$ cat config.mk
export PLATFORM = sky130hd
export DESIGN_NAME = rsfm_track
export DESIGN_NICKNAME = d
export VERILOG_FILES = /design/src/hw/rtl/rsfm_pkg.sv /design/src/hw/rtl/rsfm_track.sv
export SDC_FILE = /design/constraint.sdc
export NUM_CORES = 1
export LEC_CHECK = 0
export ABC_AREA = 1
export BUFFER_PORTS_ARGS = -buffer_cell sky130_fd_sc_hd__buf_2
export CAP_MARGIN = 20
export CORE_MARGIN = 5
export CORE_UTILIZATION = 55
export CTS_CLUSTER_DIAMETER = 80
export DETAILED_ROUTE_END_ITERATION = 7
export GPL_ROUTABILITY_DRIVEN = 1
export PLACE_DENSITY = 0.78
export SETUP_SLACK_MARGIN = 0.02
export SYNTH_ARGS = -nofsm -noshare
export SYNTH_HDL_FRONTEND = slang
export SYNTH_SLANG_ARGS = --single-unit
$ cat constraint.sdc
create_clock -name clk -period 3.9 [get_ports clk]
set_input_delay 0.78 -clock clk [delete_from_list [all_inputs] [get_ports clk]]
set_output_delay 0.78 -clock clk [all_outputs]
set_load 0.03 [all_outputs]
$ cat src/hw/rtl/rsfm_pkg.sv
// ----------------------------------------------------------------------------
// rsfm_pkg
// Shared types and constants for the row span fill mask block.
// ----------------------------------------------------------------------------
package rsfm_pkg;

  localparam int CFG_W = 11;
  localparam int PIX_W = 8;
  localparam int RGB_W = 3 * PIX_W;

  localparam logic [CFG_W-1:0] WIDTH_RESET = 11'd1024;

  // request codes
  localparam logic REQ_PIXEL = 1'b0;
  localparam logic REQ_DRAIN = 1'b1;

  // fill color for the span
  localparam logic [PIX_W-1:0] PAINT_R = 8'd0;
  localparam logic [PIX_W-1:0] PAINT_G = 8'd0;
  localparam logic [PIX_W-1:0] PAINT_B = 8'd255;

  // pure green counts as both classes
  localparam logic [PIX_W-1:0] GREEN_R = 8'd0;
  localparam logic [PIX_W-1:0] GREEN_G = 8'd255;
  localparam logic [PIX_W-1:0] GREEN_B = 8'd0;

  typedef struct packed {
    logic emit;     // a held row pixel goes out with this item
    logic row_end;  // column is the last one of the row
  } emit_ctrl_t;

endpackage

$ cat src/hw/rtl/rsfm_track.sv
// ----------------------------------------------------------------------------
// rsfm_track
// Column counter, row state and red/yellow span tracking; drives the line
// buffer write and the emit control for each accepted item.
// ----------------------------------------------------------------------------
module rsfm_track #(
  parameter int MAX_WIDTH = 1024,
  parameter int CW        = 10
) (
  input  logic                       clk,
  input  logic                       rst,
  input  logic                       accept,
  input  logic [rsfm_pkg::CFG_W-1:0] image_width,
  input  logic                       req_type,
  input  logic [rsfm_pkg::PIX_W-1:0] red_in,
  input  logic [rsfm_pkg::PIX_W-1:0] green_in,
  input  logic [rsfm_pkg::PIX_W-1:0] blue_in,
  output logic                       mem_we,
  output logic [CW-1:0]              col,
  output logic [rsfm_pkg::RGB_W-1:0] mem_wdata,
  output rsfm_pkg::emit_ctrl_t       ctrl,
  output logic [CW-1:0]              span_start,
  output logic [CW-1:0]              span_end
);

  localparam int LW = (CW + 1 > rsfm_pkg::CFG_W + 1) ? CW + 1 : rsfm_pkg::CFG_W + 1;

  logic          row_held, row_open;
  logic          red_seen, yel_seen;
  logic [CW-1:0] red_first, red_last, yel_first, yel_last;

  logic          row_held_next, row_open_next;
  logic          red_seen_next, yel_seen_next;
  logic [CW-1:0] red_first_next, red_last_next, yel_first_next, yel_last_next;
  logic [CW-1:0] span_start_next, span_end_next, col_next;

  logic [LW-1:0] wide_w, last;
  logic          drain, ignore, collecting, row_last;
  logic          is_green, is_red, is_yel;
  logic [rsfm_pkg::PIX_W-1:0] sr, sg, sb;
  logic [CW-1:0] rf, rl, yf, yl;

  // effective last column: zero width acts as one, oversize clamps
  always_comb begin
    wide_w = LW'(image_width);
    if (image_width == '0) begin
      last = '0;
    end else if (wide_w > LW'(MAX_WIDTH)) begin
      last = LW'(MAX_WIDTH - 1);
    end else begin
      last = wide_w - LW'(1);
    end
  end

  always_comb begin
    drain      = (req_type == rsfm_pkg::REQ_DRAIN);
    ignore     = drain && !row_open && !row_held;
    collecting = drain ? row_open : 1'b1;
    row_last   = (LW'(col) >= last);

    // drain slots pad with black
    sr = drain ? '0 : red_in;
    sg = drain ? '0 : green_in;
    sb = drain ? '0 : blue_in;

    is_green = (sr == rsfm_pkg::GREEN_R) && (sg == rsfm_pkg::GREEN_G) &&
               (sb == rsfm_pkg::GREEN_B);
    is_red   = ((sr != '0) && (sg == '0) && (sb == '0)) || is_green;
    is_yel   = ((sr != '0) && (sg != '0) && (sb == '0)) || is_green;

    red_seen_next  = red_seen;
    red_first_next = red_first;
    red_last_next  = red_last;
    yel_seen_next  = yel_seen;
    yel_first_next = yel_first;
    yel_last_next  = yel_last;
    if (collecting && is_red) begin
      if (!red_seen) red_first_next = col;
      red_last_next = col;
      red_seen_next = 1'b1;
    end
    if (collecting && is_yel) begin
      if (!yel_seen) yel_first_next = col;
      yel_last_next = col;
      yel_seen_next = 1'b1;
    end

    rf = red_seen_next ? red_first_next : '0;
    rl = red_seen_next ? red_last_next  : '0;
    yf = yel_seen_next ? yel_first_next : '0;
    yl = yel_seen_next ? yel_last_next  : '0;

    row_open_next   = drain ? row_open : 1'b1;
    row_held_next   = row_held;
    span_start_next = span_start;
    span_end_next   = span_end;
    col_next        = col + CW'(1);

    if (row_last) begin
      if (row_open_next) begin
        span_start_next = (rf > yf) ? rf : yf;
        span_end_next   = (yl > rl) ? rl : yl;
        row_held_next   = 1'b1;
        red_seen_next   = 1'b0;
        yel_seen_next   = 1'b0;
        red_first_next  = '0;
        red_last_next   = '0;
        yel_first_next  = '0;
        yel_last_next   = '0;
      end else begin
        row_held_next = 1'b0;
      end
      row_open_next = 1'b0;
      col_next      = '0;
    end
  end

  assign mem_we       = accept && !ignore && collecting;
  assign mem_wdata    = {sr, sg, sb};
  assign ctrl.emit    = row_held;
  assign ctrl.row_end = row_last;

  always_ff @(posedge clk) begin
    if (rst) begin
      col        <= '0;
      row_held   <= 1'b0;
      row_open   <= 1'b0;
      red_seen   <= 1'b0;
      yel_seen   <= 1'b0;
      red_first  <= '0;
      red_last   <= '0;
      yel_first  <= '0;
      yel_last   <= '0;
      span_start <= '0;
      span_end   <= '0;
    end else if (accept && !ignore) begin
      col        <= col_next;
      row_held   <= row_held_next;
      row_open   <= row_open_next;
      red_seen   <= red_seen_next;
      yel_seen   <= yel_seen_next;
      red_first  <= red_first_next;
      red_last   <= red_last_next;
      yel_first  <= yel_first_next;
      yel_last   <= yel_last_next;
      span_start <= span_start_next;
      span_end   <= span_end_next;
    end
  end

  // a closing row restarts the column count
  a_row_wrap: assert property (@(posedge clk) disable iff (rst)
    accept && !ignore && row_last |=> col == '0)
    else $error("column did not wrap at row end");

  // an ignored drain slot leaves the row state alone
  a_ignore_hold: assert property (@(posedge clk) disable iff (rst)
    accept && ignore |=> $stable(col) && !row_held && !row_open)
    else $error("ignored drain changed row state");

endmodule

# Yosys cells after proc, flatten, opt, wreduce, memory -nomap -nowiden
# Cells that the tools add are included.
# op_classes
order_cmp	4
add_sub_neg	2
n_reduce_logical	25
n_eq_ne	1
muxes	35
# op_table
op	count
$mux W10	21
$logic_not A8 Y1	3
$mux W12	2
$mux W8	3
$gt A10 B10 Y1	2
$reduce_bool A8 Y1	2
$ge A10 B12 Y1	1
$logic_and A1 B1 Y1	12
$sub A11 B1 Y12 const B	1
$gt A11 B11 Y1 const B	1
$logic_not A11 Y1	1
$add A10 B1 Y10 const B	1
$mux W1	9
$eq A8 B8 Y1 const B	1
$logic_not A1 Y1	3
$reduce_and A3 Y1	1
$logic_or A1 B1 Y1	2
$reduce_and A2 Y1	1
# word_totals
output_inout_bits	57
wordCells	78
inputBits	39
regBits	74

# Longest topological paths before layout
# logic_depth
word_depth	10
ltp_mapped	25
mapped_depth_nobuf	24

# Least setup slack after synthesis
# OpenSTA, ideal clock, no wires.
# synth_timing
kind	input to register
from	input port req_type
to	register span_end[1]
cell_stages	21
setup_time_ns	0.116
setup_slack_ns	-0.034
arrival_time_ns	3.818
required_ns	3.784
n_path_buf	4
cell_sequence	buf_6 -> nor2_1 -> nand4_1 -> nor2_1 -> nand3_4 -> buf_6 -> nand2_8 -> buf_8 -> o21ai_2 -> inv_1 -> nor2_1 -> ha_1 -> nand2_1 -> nor2_1 -> o211ai_1 -> o211ai_1 -> o21ai_0 -> clkbuf_1 -> o21ai_0 -> nor2_1 -> nor2_1
# synth_between
elab_chain_len	10
word_cells_on_any_way	33
classes_between	order compare (1); eq/ne (1); mux (11); reduce/logical (20)
# synth_lines
item	line_no	source
start, declared	rsfm_track.sv:14	input logic req_type,
$mux W8 *	rsfm_track.sv:63	sg = drain ? '0 : green_in;
via mem_wdata (one bit)	rsfm_track.sv:20	output logic [rsfm_pkg::RGB_W-1:0] mem_wdata,
$eq A8 B8 Y1 (tied with other cells)	rsfm_track.sv:66	is_green = (sr == rsfm_pkg::GREEN_R) && (sg == rsfm_pkg::GREEN_G) &&
$logic_and A1 B1 Y1 (on tied branches) (2 in series)	rsfm_track.sv:66, rsfm_track.sv:68, rsfm_track.sv:69	
$logic_or A1 B1 Y1 (on tied branches)	rsfm_track.sv:69, rsfm_track.sv:68	
$logic_and A1 B1 Y1 (on tied branches)	rsfm_track.sv:82, rsfm_track.sv:77	
$mux W10 (tied with other cells)	rsfm_track.sv:82	if (collecting && is_yel) begin
$mux W10 (on tied branches)	rsfm_track.sv:91, rsfm_track.sv:89	
$gt A10 B10 Y1	rsfm_track.sv:102	span_end_next = (yl > rl) ? rl : yl;
$mux W10 *	rsfm_track.sv:102	
end signal, assigned	rsfm_track.sv:147	span_end <= span_end_next;
end, declared	rsfm_track.sv:23	output logic [CW-1:0] span_end
# Mark *: on every way through the listed nets, which the timed path passes. The rest lies on a longest branch.
# A chain may end at the register's enable or synchronous reset.

==> results.cfg <==
[placed_design]
dp_hpwl_um = 12300
io_buffer_count = 95
post_dp_cell_area_um2 = 6480
gp_congestion = 0.930
post-place-ws_ps = -81.2
dp_cells = 1173

[clock_network]
clkTransAtPathRegs_ps = 80
clockRootBuffer = clkbuf_8
insertion_delay_ps = 380
cts_buffer_depth = 2
cts_tree = built
htree_num_levels = 3
cts_sinks = 74
numCtsBuffers = 9

[timing]
rsz0062_at_grt = no
final.setup.tns_ps = 0
relSlewSlack_pct = 56.7
setup_viol = 0
report.final.hold_viol_count = 0
slew_viol_final = 0
fin_crit_ps = 3710
fin_crit_sh_pct = 95.1
fmax_mhz = 270
tightestPinTransition_ps = 649
layout_setup_ws_ps = 191
fin_worst_skew_ps = 9.01

[floorplan]
ioPinCount = 96
rows = 37
die_area_um2 = 12700
die_h_um = 113
die_w_um = 113
core_region_area_um2 = 10300
start_util_pct = 56.2

[logic_synthesis]
yosysTopAreaCell = dfxtp_1
synth_area_per_cell_um2 = 6.08
ys_ff_latch = 74
synth_top_area_share_pct = 25.5
synthesis.nets = 1027
syn_area_um2 = 5810
ys_warn_count = 0
ys.flop_type = dfxtp_1
ys_top_cells_by_area = dfxtp_1 26%, nand2_1 17%, nand3_1 10%
synth_cells = 955
synth_edf_count = 0
seq_area_frac_synth_pct = 25.5
async_flop_share_pct = 0
synthDistinctLibCells = 41

[finish]
final_nets = 1121
num_antenna_cells = 0
final_cell_mix = 256 x nand2_1, 120 x nand3_1, 105 x inv_1, 94 x nor2_1, 94 x buf_2
layout_commonest_cell = nand2_1
drive_gt1_share_pct = 20.1
stdcell_area_um2 = 6740
area_delta_synth_final_pct = 16.1
stdcell_count = 1190

[drt]
wirelength_um = 17100
wl_per_cell_um = 14.4
viasPerCell = 5.43
firstDrtPassIters = 6
drc = 0
ant_nets = 0
vias = 6460
drt_iter0_drc = 600

[critical_path]
r2r_setup_slack_ps = 750
worstPathRequired_ps = 3120
crit_buf_inv = 5
cp_slowest_cell = ha_1
path_cells = buf_2 > inv_2 > ha_2 > nand3_2 > nor3_4 > nor2_4 > o21a_1 > ha_1 > inv_1 > nand2_1 > nand2_1 > nand2_1 > nand2_1 > nand2_1 > nand2_1 > nand2_1 > nand2_1 > nand2_1 > nand2_1 > nand2_1 > nand2_2 > inv_2 > buf_6
arrival_ps = 2930
crit_path_max_fanout = 7
cpPeakStageDelay_ps = 270
end_kind = primary output
rr_worst_depth = 15
r2r_end = span_start[1]
path_class = in2out
r2r_start = yel_seen
critPathLaunchType = primary input
path_delay_family = simple AND/OR/NAND/NOR gates
cp_common_cell = nand2_1

[run]
maxCapViolCount = 0

[pwr]
swShare_pct = 30.4
power_frac_comb_pct = 15.0
pwr-share-seq_pct = 46.4
ir_drop_mv = 0.217
switchingPower_mw = 0.500
power_density_nw_per_um2 = 244
p_leak_nw = 3.23
p_clk_share_pct = 38.5
total_power_mw = 1.65
internal-power_mw = 1.15

[grt]
grtUsageTotal_pct = 26.9
grt_pass1_vias = 5916
grt_pass1_wl_um = 28200
grt_max_degree = 55
antenna_found_initial = 0
gr-total-overflow = 0

[worst_hold_path]
hp-start = span_start[8]
hold_depth = 2
min_path_type = reg2reg
min_to = span_start[8]

[run_status]
outcome = complete, no violations
repair_timing:
action                     CTS  global route
hold endpoints to repair     0             0
setup endpoints to repair    1            11
resized for setup            1            16
hold buffers                 0             0
pin swaps                    0             1
buffers inserted             0             1
synthesized netlist by cell type, drive strengths merged, types with 2 or more instances:
cell type and n:
nand3 126, clkbuf 26, buf 23, o211ai 3, a21oi 65, o21ai 67, nand2 277, o31ai 2
nand4 19, nor3 6, nor2 107, xor2 4, o21a 2, ha 33, dfxtp 74, inv 113
worst max-delay path by stage:
| stage | startpoint | to | depth (start not counted) |
|---|---|---|---|
| 6_report | image_width[0] | ctrl[0] | 23 |
| 5_1_grt | image_width[0] | ctrl[0] | 23 |
| 4_1_cts | image_width[0] | ctrl[0] | 23 |
| 3_5_place_dp | req_type | span_start[2] | 21 |
| 3_3_place_gp | req_type | span_start[2] | 22 |
| 2_1_floorplan | blue_in[3] | span_end[1] | 22 |
layout make-up:
type | instances | area (um2)
Sequential cell | 74 | 1480
Fill cell | 1029 | 3580
Inverter | 114 | 434
Clock inverter | 5 | 62.6
Clock buffer | 11 | 141
Timing Repair Buffer | 132 | 772
Multi-Input combinational cell | 718 | 3680
Tap cell | 136 | 170
sequential cells by signal, summed over array words and instances, names as in the netlist:
signal and cells:
red_last 10, yel_last 10, row_held 1, row_open 1
yel_first 10, yel_seen 1, red_first 10, span_start 10
col 10, span_end 10, red_seen 1
cell families after synthesis:
kind of cell | Yosys count | synth area share [%]
AO/OA/AOI/OAI | 143 | 13.6
XOR/XNOR | 5 | 0.754
flip-flops | 74 | 25.5
adder cells (fa/ha/maj) | 33 | 7.11
AND/OR/NAND/NOR | 537 | 41.1
buffers and inverters | 163 | 11.9
tightest hold or removal path: cells and delay by family (launching register included):
kind,cells,cell delay (ps)
flip-flops,1,310
AND/OR/NAND/NOR,1,60
AO/OA/AOI/OAI,1,50
power groups by stage:
stage / registers [mW] / logic, mW / clock network [mW]
final: 0.765 / 0.248 / 0.634
after detailed placement: 0.782 / 0.244 / 0
after global placement: 0.782 / 0.242 / 0
after CTS: 0.764 / 0.245 / 0.638
after global routing: 0.765 / 0.274 / 0.662
after floorplan: 0.782 / 0.165 / 0
through the flow:
step | util [%] | hold slack [ps]
after global routing | 65.3 | 488
after detailed placement | 62.8 | 456
after floorplan | - | 443
after global placement | 62.8 | 453
after CTS | 64.8 | 468
final | 65.3 | 465
routing by layer:
layer	vias to the layer above	wire, um	global-route usage [%]
li1	3274	-	-
met1	2889	7190	33.2
met2	248	8200	46.3
met3	49	1160	4.87
met4	0	582	10.3
met5	-	0	0
(Power assumes the default switching activity.)
