===== src/hw/rtl/rsfm_pkg.sv =====
// ----------------------------------------------------------------------------
// rsfm_pkg
// Shared types and constants for the row span fill mask block.
// ----------------------------------------------------------------------------
package rsfm_pkg;

  localparam int CFG_W = 11;
  localparam int PIX_W = 8;
  localparam int RGB_W = 3 * PIX_W;

  localparam logic [CFG_W-1:0] WIDTH_RESET = 11'd1024;

  // request codes
  localparam logic REQ_PIXEL = 1'b0;
  localparam logic REQ_DRAIN = 1'b1;

  // fill color for the span
  localparam logic [PIX_W-1:0] PAINT_R = 8'd0;
  localparam logic [PIX_W-1:0] PAINT_G = 8'd0;
  localparam logic [PIX_W-1:0] PAINT_B = 8'd255;

  // pure green counts as both classes
  localparam logic [PIX_W-1:0] GREEN_R = 8'd0;
  localparam logic [PIX_W-1:0] GREEN_G = 8'd255;
  localparam logic [PIX_W-1:0] GREEN_B = 8'd0;

  typedef struct packed {
    logic emit;     // a held row pixel goes out with this item
    logic row_end;  // column is the last one of the row
  } emit_ctrl_t;

endpackage


===== src/hw/rtl/rsfm_ifs.sv =====


interface rsfm_pix_out_if;
  logic                        valid;
  logic                        ready;
  logic                        out_valid;
  logic [rsfm_pkg::PIX_W-1:0]  red_out;
  logic [rsfm_pkg::PIX_W-1:0]  green_out;
  logic [rsfm_pkg::PIX_W-1:0]  blue_out;
  logic                        row_end;

  modport source (output valid, out_valid, red_out, green_out, blue_out, row_end,
                  input ready);
  modport sink   (input valid, out_valid, red_out, green_out, blue_out, row_end,
                  output ready);
endinterface



===== src/hw/rtl/rsfm_emit.sv =====
// ----------------------------------------------------------------------------
// rsfm_emit
// Holds the item while the line buffer read completes, applies the span
// fill and black-out, and keeps the result in an output register.
// ----------------------------------------------------------------------------
module rsfm_emit #(
  parameter int CW = 10
) (
  input  logic                         clk,
  input  logic                         rst,
  input  logic                         accept,
  output logic                         in_ready,
  input  rsfm_pkg::emit_ctrl_t         ctrl,
  input  logic [CW-1:0]                col,
  input  logic [CW-1:0]                span_start,
  input  logic [CW-1:0]                span_end,
  input  logic [rsfm_pkg::RGB_W-1:0]   rdata,
  rsfm_pix_out_if.source               pix_out
);

  logic                  s1_v, s1_adv, ov;
  rsfm_pkg::emit_ctrl_t  s1_ctrl;
  logic [CW-1:0]         s1_col, s1_start, s1_end;

  logic [rsfm_pkg::PIX_W-1:0] pr, pg, pb, nr, ng, nb;
  logic                       paint;

  assign s1_adv   = s1_v && (!ov || pix_out.ready);
  assign in_ready = !s1_v || s1_adv;

  always_comb begin
    pr = rdata[3*rsfm_pkg::PIX_W-1:2*rsfm_pkg::PIX_W];
    pg = rdata[2*rsfm_pkg::PIX_W-1:rsfm_pkg::PIX_W];
    pb = rdata[rsfm_pkg::PIX_W-1:0];
    paint = (s1_end > s1_start) && (s1_col >= s1_start) && (s1_col <= s1_end);
    nr = pr;
    ng = pg;
    nb = pb;
    if (!s1_ctrl.emit) begin
      nr = '0;
      ng = '0;
      nb = '0;
    end else if (paint) begin
      nr = rsfm_pkg::PAINT_R;
      ng = rsfm_pkg::PAINT_G;
      nb = rsfm_pkg::PAINT_B;
    end else if ((pb == '0) && ((pr != '0) || (pg != '0))) begin
      nr = '0;
      ng = '0;
    end
  end

  always_ff @(posedge clk) begin
    if (rst) begin
      s1_v <= 1'b0;
      ov   <= 1'b0;
    end else begin
      if (in_ready) s1_v <= accept;
      if (s1_adv) begin
        ov <= 1'b1;
      end else if (pix_out.ready) begin
        ov <= 1'b0;
      end
    end
  end

  always_ff @(posedge clk) begin
    if (accept) begin
      s1_ctrl  <= ctrl;
      s1_col   <= col;
      s1_start <= span_start;
      s1_end   <= span_end;
    end
    if (s1_adv) begin
      pix_out.out_valid <= s1_ctrl.emit;
      pix_out.red_out   <= nr;
      pix_out.green_out <= ng;
      pix_out.blue_out  <= nb;
      pix_out.row_end   <= s1_ctrl.emit && s1_ctrl.row_end;
    end
  end

  assign pix_out.valid = ov;

  // a stalled item in the read stage stays put
  a_s1_hold: assert property (@(posedge clk) disable iff (rst)
    s1_v && ov && !pix_out.ready |=> s1_v && $stable(s1_col))
    else $error("read stage lost a stalled item");

  // no new item may overwrite a stage that cannot move on
  a_no_overrun: assert property (@(posedge clk) disable iff (rst)
    accept |-> (!s1_v || !ov || pix_out.ready))
    else $error("item accepted into a blocked stage");

endmodule


===== src/flat_wrapper.sv =====
// flat-port wrapper written by rule: the top's interface ports become plain ports
module rsfm_emit_flat 
#(
  parameter int CW = 10
)
  (clk, rst, accept, in_ready, ctrl, col, span_start, span_end, rdata, pix_out_valid, pix_out_out_valid, pix_out_red_out, pix_out_green_out, pix_out_blue_out, pix_out_row_end, pix_out_ready);
  rsfm_pix_out_if pix_out_i ();
  input  logic clk;
  input  logic rst;
  input  logic accept;
  output logic in_ready;
  input  rsfm_pkg::emit_ctrl_t ctrl;
  input  logic [CW-1:0] col;
  input  logic [CW-1:0] span_start;
  input  logic [CW-1:0] span_end;
  input  logic [rsfm_pkg::RGB_W-1:0] rdata;
  output wire logic [$bits(pix_out_i.valid)-1:0] pix_out_valid;
  output wire logic [$bits(pix_out_i.out_valid)-1:0] pix_out_out_valid;
  output wire logic [$bits(pix_out_i.red_out)-1:0] pix_out_red_out;
  output wire logic [$bits(pix_out_i.green_out)-1:0] pix_out_green_out;
  output wire logic [$bits(pix_out_i.blue_out)-1:0] pix_out_blue_out;
  output wire logic [$bits(pix_out_i.row_end)-1:0] pix_out_row_end;
  input wire logic [$bits(pix_out_i.ready)-1:0] pix_out_ready;
  assign pix_out_valid = pix_out_i.valid;
  assign pix_out_out_valid = pix_out_i.out_valid;
  assign pix_out_red_out = pix_out_i.red_out;
  assign pix_out_green_out = pix_out_i.green_out;
  assign pix_out_blue_out = pix_out_i.blue_out;
  assign pix_out_row_end = pix_out_i.row_end;
  assign pix_out_i.ready = pix_out_ready;
  rsfm_emit #(.CW(CW)) u_core (.clk(clk), .rst(rst), .accept(accept), .in_ready(in_ready), .ctrl(ctrl), .col(col), .span_start(span_start), .span_end(span_end), .rdata(rdata), .pix_out(pix_out_i));
endmodule

===== config.mk =====
export PLATFORM = sky130hd
export DESIGN_NAME = rsfm_emit_flat
export DESIGN_NICKNAME = d
export VERILOG_FILES = /design/src/hw/rtl/rsfm_pkg.sv /design/src/hw/rtl/rsfm_ifs.sv /design/src/hw/rtl/rsfm_emit.sv /design/src/flat_wrapper.sv
export SDC_FILE = /design/constraint.sdc
export NUM_CORES = 1
export LEC_CHECK = 0
export BUFFER_PORTS_ARGS = -buffer_cell sky130_fd_sc_hd__clkbuf_2
export CORE_AREA = 3 3 90 75
export DETAILED_ROUTE_END_ITERATION = 16
export DIE_AREA = 0 0 93 78
export MAX_ROUTING_LAYER = met4
export PLACE_DENSITY = 0.87
export SLEW_MARGIN = 40
export SYNTH_ARGS = -nofsm -noshare
export SYNTH_HDL_FRONTEND = slang
export SYNTH_SLANG_ARGS = --single-unit

===== constraint.sdc =====
create_clock -name clk -period 2.75 [get_ports clk]
set_input_delay 0.6875 -clock clk [delete_from_list [all_inputs] [get_ports clk]]
set_output_delay 0.6875 -clock clk [all_outputs]
set_load 0.02 [all_outputs]

# [Yosys cells after proc, flatten, opt, wreduce, memory -nomap -nowiden]
# Index checks and enable logic that the tools add are counted.
[totals] reg_bits=60 word_cells=34
[classes] order_cmp=3 n_mux=3 bitwise=1 reduce_logical=15
[ops] operator="nonzero test 8 bit" n=2
[ops] operator="greater-or-equal comparator 10 bit" n=1
[ops] operator="greater-than comparator 10 bit" n=1
[ops] operator="less-or-equal comparator 10 bit" n=1
[ops] operator="logical NOT 8 bit" n=1
[ops] operator="2-to-1 mux 8 bit" n=1
[ops] operator="logical AND 1 bit" n=5
[ops] operator="logical OR 1 bit" n=3
[ops] operator="OR reduction 3 bit" n=1
[ops] operator="logical NOT 1 bit" n=2
[ops] operator="2-to-1 mux 1 bit" n=2
[ops] operator="nonzero test 2 bit" n=1
[ops] operator="inverter 1 bit" n=1

# [Longest topological paths before layout]
# Gate-level depths: netlist (run 1).
[logic_depth] depth_word=4 depth_mapped=9 ltp_nobuf=7

# [Worst setup path before layout (run 1)]
# OpenSTA, ideal clock, no wires.
[synth_timing] kind="input to register" startpoint="input port pix_out_ready" endpoint="register u_core.pix_out.blue_out[0], enable pin" setup_ns=0.412 t_arrival_ns=1.942 required_ns=2.338 slack_ns=0.396 cell_stages=2 n_path_buf=0 cell_sequence="nor2b_1 > nor2b_1"
[synth_via] elab_chain_cells=2
[synth_rtl] item="start, declared" line_no="flat_wrapper.sv:23" text="input wire logic [$bits(pix_out_i.ready)-1:0] pix_out_ready;"
[synth_rtl] item="logical OR 1 bit" line_no="rsfm_emit.sv:28" text="assign s1_adv = s1_v && (!ov || pix_out.ready);"
[synth_rtl] item="logical AND 1 bit" line_no="rsfm_emit.sv:28"
[synth_rtl] item="named net u_core.s1_adv" line_no="rsfm_emit.sv:21" text="logic s1_v, s1_adv, ov;"
[synth_rtl] item="end signal, assigned" line_no="rsfm_emit.sv:78" text="pix_out.blue_out <= nb;"
[synth_rtl] item="end, declared" line_no="rsfm_ifs.sv:12" text="modport source (output valid, out_valid, red_out, green_out, blue_out, row_end,"
# The timed path passes the listed nets, and every way through them passes these cells.
# A chain may end at the register's enable or synchronous reset.

# [Worst setup path after layout (run 1)]
[layout_timing] startpoint="register u_core.s1_col[3]" endpoint="register u_core.pix_out.red_out[3] (data pin)"
[layout_via] elab_chain_cells=4
[layout_rtl] item="start, declared" line_no="rsfm_emit.sv:23" text="logic [CW-1:0] s1_col, s1_start, s1_end;"
[layout_rtl] item="start signal, assigned" line_no="rsfm_emit.sv:70" text="s1_col <= col;"
[layout_rtl] item="greater-or-equal comparator 10 bit" line_no="rsfm_emit.sv:35" text="paint = (s1_end > s1_start) && (s1_col >= s1_start) && (s1_col <= s1_end);"
[layout_rtl] item="logical AND 1 bit" line_no="rsfm_emit.sv:35"
[layout_rtl] item="logical AND 1 bit *" line_no="rsfm_emit.sv:35"
[layout_rtl] item="OR reduction 3 bit (no line) *"
[layout_rtl] item="end signal, assigned" line_no="rsfm_emit.sv:76" text="pix_out.red_out <= nr;"
[layout_rtl] item="end, declared" line_no="rsfm_ifs.sv:12"
# Every way passes the cells marked *; elsewhere a longest branch is shown, timed or not.

==> summary.md, run 1 <==
| Metric | Value |
|---|---|
| Status | `finished, final reports clean` |
| Cts hold-fix bufs | `0` |
| # rows | `25` |
| Clk buf depth | `2` |
| Leakage power figure | `about 1.7 nW` |
| Crit Path Class | `register to register` |
| Maximum fanout along the worst path | `16` |
| CTS sink count | `60` |
| Yosys cell types | `33` |
| Final-stage net count | `416` |
| RSZ-0062 raised after global routing | `false` |
| Fin Clk Skew | `0.004795 ns` |
| Synth warn | `0` |
| Drt initial violations | `54` |
| Cts repair resizes | `0` |
| Final slew viol count | `0` |
| HPWL after DPL | `about 4500 µm` |
| Slew margin rel. | `between 40% and 50%` |
| Worst flop-to-flop path endpoint | `u_core.pix_out.red_out[3]` |
| Antenna-violating nets left | `0` |
| Initial core utilization | `51.19%` |
| Die X | `around 93 µm` |
| #FFs+latches synth | `60` |
| Vias in the first global route | `between 2k and 2.5k` |
| Reg clk slew, reported paths | `0.06 ns` |
| CP Capture Type | `register` |
| Die ar. | `just over 0.007 mm²` |
| R2r startpoint | `u_core.s1_col[3]` |
| Routed WL | `around 5800 µm` |
| GR Util All Layers | `17.31%` |
| Finish-stage setup viols | `0` |
| Critical Path Sink | `u_core.pix_out.red_out[3]` |
| Fin crit share | `about nine tenths` |
| Synthesized net count | `around 320` |
| Sequential share of power | `around 50%` |
| Via/cell ratio | `just over 5` |
| Peak VDD IR | `a little under 0.4 mV` |
| CP arrival | `2.63 ns` |
| Main synth FF type | `edfxtp_1` |
| Setup bufs post-CTS | `0` |
| PD cells | `between 500 and 600 mW/mm²` |
| DRC viols | `0` |
| CTS Root Buffer Type | `clkbuf_8` |
| Hold Crit Class | `input port to register` |
| Die boundary height | `78 µm` |
| Part of the power in combinational logic | `between 15 and 20%` |
| Design Power | `about 0.0022 W` |
| Asr flop ratio synth | `0%` |
| P_sw | `0.0005732 W` |
| CP Launch Point | `u_core.s1_col[3]` |
| Setup TNS | `0 ns` |
| Antenna Cells | `0` |
| TritonCTS clock tree | `done` |
| Clock Power Share | `between 30% and 40%` |
| Cells after Synth | `around 230` |
| Max cap viols | `0` |
| Via count | `roughly 2.1k` |
| Mean post-synth cell area | `approximately 13 µm²` |
| Final hold vios | `0` |
| Sequential area share after synthesis | `around three fifths` |
| Grt total ovfl | `0` |
| # H-tree levels | `3` |
| Synthesized area | `about 0.0030 mm²` |
| Switching Share | `between 20% and 30%` |
| Final worst path period need | `about 2.5 ns` |
| First-pass GRT wire length | `9190 µm` |
| Layout cells sized above 1 | `~34%` |
| # port buffers | `slightly below 90` |
| WL per Instance | `between 10 and 15 µm` |
| Largest net degree at the start of global routing | `34` |
| Core area | `a little under 0.006 mm²` |
| Hold slack | `between 0.5 and 0.6 ns` |
| Worst path required time | `around 2.9 ns` |
| GPL Wtd Cong | `0.9271` |
| Io pins | `88` |
| Cell-internal power | `0.001640 W` |
| Fillcell total | `around 480` |
| Worst setup SP type | `register` |
| FF-to-FF setup slack | `about 0.26 ns` |
| Max Fclk | `approximately 0.40 GHz` |
| Post-synth EDFFs | `58` |
| Layout Utilization | `a little over three fifths` |
| Layout area overhead | `23.40%` |
| R2R cell count | `6` |
| Clk_lat worst skew | `approximately 0.33 ns` |
| Slew at the pin closest to its max-slew limit | `approximately 0.77 ns` |
| CTS Buf Count | `9` |
| Initial antenna violation count | `0` |
| Drt pass-1 iters | `4` |
==> metrics by stage <==
step / cell area, µm² / worst slack (ns) / cells
6_report: 3715 / 0.2576 / 411
4_1_cts: 3715 / 0.2528 / 411
3_5_place_dp: 3542 / 0.2608 / 396
5_1_grt: 3715 / 0.1290 / 411
3_3_place_gp: 3542 / 0.3169 / 396
2_1_floorplan: 3010 / 0.3958 / 231
==> final cells by class <==
| class | instances | area, µm² | share of cell area [%] |
|---|---|---|---|
| Tap cell | 81 | 101.3 | 2.728 |
| Clock buffer | 11 | 131.4 | 3.537 |
| Clock inverter | 4 | 41.29 | 1.111 |
| Timing Repair Buffer | 91 | 465.4 | 12.53 |
| Sequential cell | 60 | 1782 | 47.96 |
| Multi-Input combinational cell | 124 | 1044 | 28.09 |
| Inverter | 40 | 150.1 | 4.042 |
==> flip-flops by register name, summed over array words and instances, names as in the netlist <==
register                  count
u_core.s1_start              10
u_core.pix_out.blue_out       8
u_core.pix_out.red_out        8
u_core.pix_out.out_valid      1
u_core.s1_col                10
u_core.s1_end                10
u_core.pix_out.green_out      8
u_core.pix_out.row_end        1
u_core.s1_ctrl                2
u_core.s1_v                   1
u_core.pix_out.valid          1
==> metal layers <==
metal,vias up,global-route usage (%),part of all wire [%]
met2,87,26.10,45
met1,953,21.03,44
met4,0,6.442,1.4
met5,-,-,0
li1,1064,-,-
met3,10,6.977,9.0
==> power groups by stage <==
stage               registers, W  clock network, W  logic, W
floorplan                0.00115                 0  0.000235
global placement         0.00113                 0  0.000386
detailed placement       0.00113                 0  0.000396
CTS                      0.00111          0.000739  0.000398
global route             0.00112          0.000778  0.000447
finish                   0.00111          0.000706  0.000397
==> Yosys cell counts, drive strengths merged (2+ instances only) <==
cell type  count  area [µm²]
nor2           5       18.77
a311oi        16       202.7
o21ai          4       20.01
a211oi         4       30.03
nor3b          2       15.01
a21oi          9       45.04
nor3           3       15.01
a21o           2       15.01
nor2b          3       18.77
nand4          5       31.28
nand3          2       10.01
inv           40       150.1
o31ai          9       72.57
nand2         12       45.04
clkbuf         3       11.26
edfxtp        58        1742
ha            30       375.4
buf            4       26.27
dfxtp          2       40.04
nand2b         2       12.51
and2           2       12.51
nor4           7       43.79
==> how the worst min path moves through the flow <==
stage,from,to,slack [ns],depth (start not counted)
2_1_floorplan,u_core.s1_ctrl[1],u_core.pix_out.out_valid,0.45,0
3_3_place_gp,u_core.s1_v,u_core.pix_out.valid,0.50,2
3_5_place_dp,u_core.s1_v,u_core.pix_out.valid,0.53,2
4_1_cts,rst,u_core.pix_out.valid,0.49,2
5_1_grt,span_start[1],u_core.s1_start[1],0.49,1
6_report,rst,u_core.pix_out.valid,0.52,2
==> critical path: stages, from the launching register on <==
cell,delay [ns]
edfxtp_1,0.40
ha_1,0.31
a21o_1,0.16
a21oi_1,0.15
nor3b_1,0.08
or4_1,0.86
a311oi_1,0.35
==> cell families after synthesis <==
kind of cell	Yosys count	share of synthesized area [%]
AO/OA/AOI/OAI	48	13.92
adder cells (fa/ha/maj)	30	12.47
buffers and inverters	47	6.234
flip-flops	60	59.19
AND/OR/NAND/NOR	46	8.188
==> placed cells by master (no fill, tap or decap), types with 2 or more instances in the layout <==
| master | instances |
|---|---|
| a311oi_1 | 6 |
| nor2_1 | 5 |
| nand4_1 | 5 |
| edfxtp_1 | 58 |
| buf_4 | 4 |
| o31ai_1 | 8 |
| nor3_1 | 3 |
| inv_1 | 40 |
| clkinv_1 | 3 |
| nor3b_1 | 2 |
| and2_1 | 2 |
| clkbuf_1 | 2 |
| o21ai_0 | 3 |
| a311oi_2 | 10 |
| nor4_1 | 7 |
| dfxtp_1 | 2 |
| clkbuf_2 | 87 |
| nor2b_1 | 2 |
| nand2b_1 | 2 |
| nand3_1 | 2 |
| a211oi_1 | 4 |
| a21o_1 | 2 |
| clkbuf_8 | 9 |
| a21oi_1 | 9 |
| ha_1 | 30 |
| nand2_1 | 12 |
(Power assumes the default switching activity.)
==> run 2, diff against run 1 <==
--- a/config.mk
+++ b/config.mk
@@ -6,11 +6,11 @@
 export NUM_CORES = 1
 export LEC_CHECK = 0
 export BUFFER_PORTS_ARGS = -buffer_cell sky130_fd_sc_hd__clkbuf_2
-export CORE_AREA = 3 3 90 75
+export CORE_AREA = 3 3 94 78
 export DETAILED_ROUTE_END_ITERATION = 16
-export DIE_AREA = 0 0 93 78
+export DIE_AREA = 0 0 97 81
 export MAX_ROUTING_LAYER = met4
-export PLACE_DENSITY = 0.87
+export PLACE_DENSITY = 0.84
 export SLEW_MARGIN = 40
 export SYNTH_ARGS = -nofsm -noshare
 export SYNTH_HDL_FRONTEND = slang
==> constraint.sdc (replaced) <==
create_clock -name clk -period 2.11 [get_ports clk]
set_input_delay 0.5275 -clock clk [delete_from_list [all_inputs] [get_ports clk]]
set_output_delay 0.5275 -clock clk [all_outputs]
set_load 0.02 [all_outputs]
==> run 2 against run 1 <==
Effect of this change: the flow now finishes with violations (negative setup slack); via count grew 7.3%; cell area is 12% higher; combinational power increased by 86%; first-iteration DRC count is 44% higher; critical path depth stayed put; sequential share of layout area shrank 5.0 points; critical endpoint unchanged; largest cell class unchanged; largest power group unchanged; highest routed layer unchanged.
==> summary.md, run 2 (synthesis results as in run 1) <==
| Metric | Value |
|---|---|
| Via count | `between 2k and 2.5k` |
| Setup TNS | `-2.096 ns` |
| # rows | `26` |
| Die X | `97 µm` |
| Die ar. | `0.007857 mm²` |
| Max Fclk | `about 0.44 GHz` |
| Max cap viols | `0` |
| Clk buf depth | `2` |
| CP arrival | `roughly 2.4 ns` |
| Final non-filler cell total | `430` |
| Multi-input gate area | `0.001232 mm²` |
| Worst path required time | `around 2.3 ns` |
| Fin Clk Skew | `about 0.0050 ns` |
| Via/cell ratio | `5.277` |
| Initial antenna violation count | `0` |
| Area post-placement | `roughly 0.0036 mm²` |
| Finish-stage setup viols | `22` |
| DRC viols | `0` |
| Sequential cell area | `0.001782 mm²` |
| Initial core utilization | `between 40% and 50%` |
| Die boundary height | `between 80 and 90 µm` |
| First-pass GRT wire length | `around 11000 µm` |
| Biggest registers after layout | `u_core.s1_col (10), u_core.s1_end (10), u_core.s1_start (10)` |
| Peak VDD IR | `0.5335 mV` |
| Final instance area | `0.004146 mm²` |
| Design Power | `between 0.003 and 0.004 W` |
| Fin crit share | `107.5%` |
| Vias in the first global route | `roughly 2.3k` |
| Slew margin rel. | `between 50% and 60%` |
| CTS Root Buffer Type | `clkbuf_8` |
| CP Capture Type | `register` |
| Reg clk slew, reported paths | `0.06 ns` |
| Worst setup SP type | `register` |
| GPL Wtd Cong | `roughly 0.86` |
| Antenna Cells | `0` |
| Slew at the pin closest to its max-slew limit | `between 0.7 and 0.8 ns` |
| # H-tree levels | `3` |
| Antenna-violating nets left | `0` |
| CP max-delay cell | `or4_4` |
| WL per Instance | `15.76 µm` |
| Clk_lat worst skew | `0.33 ns` |
| Final-stage net count | `431` |
| Layout area overhead | `37.74%` |
| Hold Crit Class | `input port to register` |
| Grt total ovfl | `0` |
| Leakage power figure | `approximately 1.8 nW` |
| Critical Path Max Stage Delay | `0.55 ns` |
| Core area | `0.006409 mm²` |
| Routed WL | `approximately 6800 µm` |
| CTS sink count | `60` |
| Final hold vios | `0` |
| Final worst path period need | `about 2.3 ns` |
| Cell Chain, Critical Path | `ha_1 > a211oi_1 > nor2_1 > or4_4 > buf_8 > a311oi_2` |
| Most frequent cells in the layout | `clkbuf_2 (86), edfxtp_1 (58), inv_1 (39), ha_1 (28), a311oi_2 (16)` |
| Crit Path Class | `register to register` |
| # port buffers | `87` |
| Drt initial violations | `78` |
| Placed cell count | `just over 400` |
| Maximum fanout along the worst path | `8` |
| RSZ-0062 raised after global routing | `true` |
| Largest net degree at the start of global routing | `34` |
| TritonCTS clock tree | `done` |
| Status | `finished, violations left` |
| Drt pass-1 iters | `4` |
| CTS Buf Count | `9` |
| Io pins | `a little under 90` |
| Failing checks | `negative setup slack` |
| Final slew viol count | `0` |
| Most common cell after layout, fill and taps aside | `clkbuf_2` |
| PD cells | `slightly below 800 mW/mm²` |
| GR Util All Layers | `17.89%` |
| Layout cells sized above 1 | `approximately 47%` |
| Fillcell total | `482` |
| Worst Setup Slack, final | `-0.1574 ns` |
| HPWL after DPL | `4781 µm` |
-- run 2: layout make-up --
class	instances	area share, %
clock buffer	10	3.078
clock inverter	6	1.901
inverter	40	3.621
multi-input combinational	124	29.72
sequential	60	42.97
tap	84	2.535
timing repair buffer	106	16.17
-- run 2: power by group --
group          internal, W  switching (W)  leakage (nW)
combinational     0.000342       0.000398          1.14
clock             0.000654       0.000416         0.107
sequential         0.00141      0.0000402         0.578
total              0.00240       0.000855          1.83
-- run 2: path summary, 6_finish.rpt --
path | from | to | slack [ns] | cells after the start
worst max-delay path | u_core.s1_col[7] | u_core.pix_out.red_out[3] | -0.16 | 6
worst min-delay path | rst | u_core.pix_out.valid | 0.36 | 2
worst max register to register | u_core.s1_col[7] | u_core.pix_out.red_out[3] | -0.16 | 6
worst min register to register | u_core.s1_v | u_core.pix_out.valid | 0.51 | 2
-- run 2: worst max-delay path, delay by kind of cell (launching register included) --
family | cells | cell delay, ns
buffers and inverters | 1 | 0.18
adders and majority gates | 1 | 0.33
AOI/OAI and AO/OA | 2 | 0.52
and+or+nand+nor | 2 | 0.66
DFF | 1 | 0.41
-- run 2: repair_timing --
item / CTS / global route
setup endpoints to repair: 24 / 24
resized for setup: 17 / 23
cloned: 2 / 0
buffers inserted: 4 / 3
hold buffers: 0 / 0
pin swaps: 1 / 9
-- run 2: per-stage QoR --
step,hold WS (ns),setup WS (ns),utilization [%]
floorplan,0.4478,-0.03186,-
global placement,0.4983,-0.02705,56.64
detailed placement,0.5050,-0.1898,56.64
CTS,0.3457,-0.1297,62.59
global route,0.3409,-0.2147,64.70
finish,0.3630,-0.1574,64.70
-- run 2: per-layer routing --
layer	GRT usage (%)	wire, µm	up-vias
met4	8.696	193	0
met2	27.62	3195	105
li1	-	-	1101
met3	6.180	535	18
met1	21.24	2852	1045
met5	-	0	-
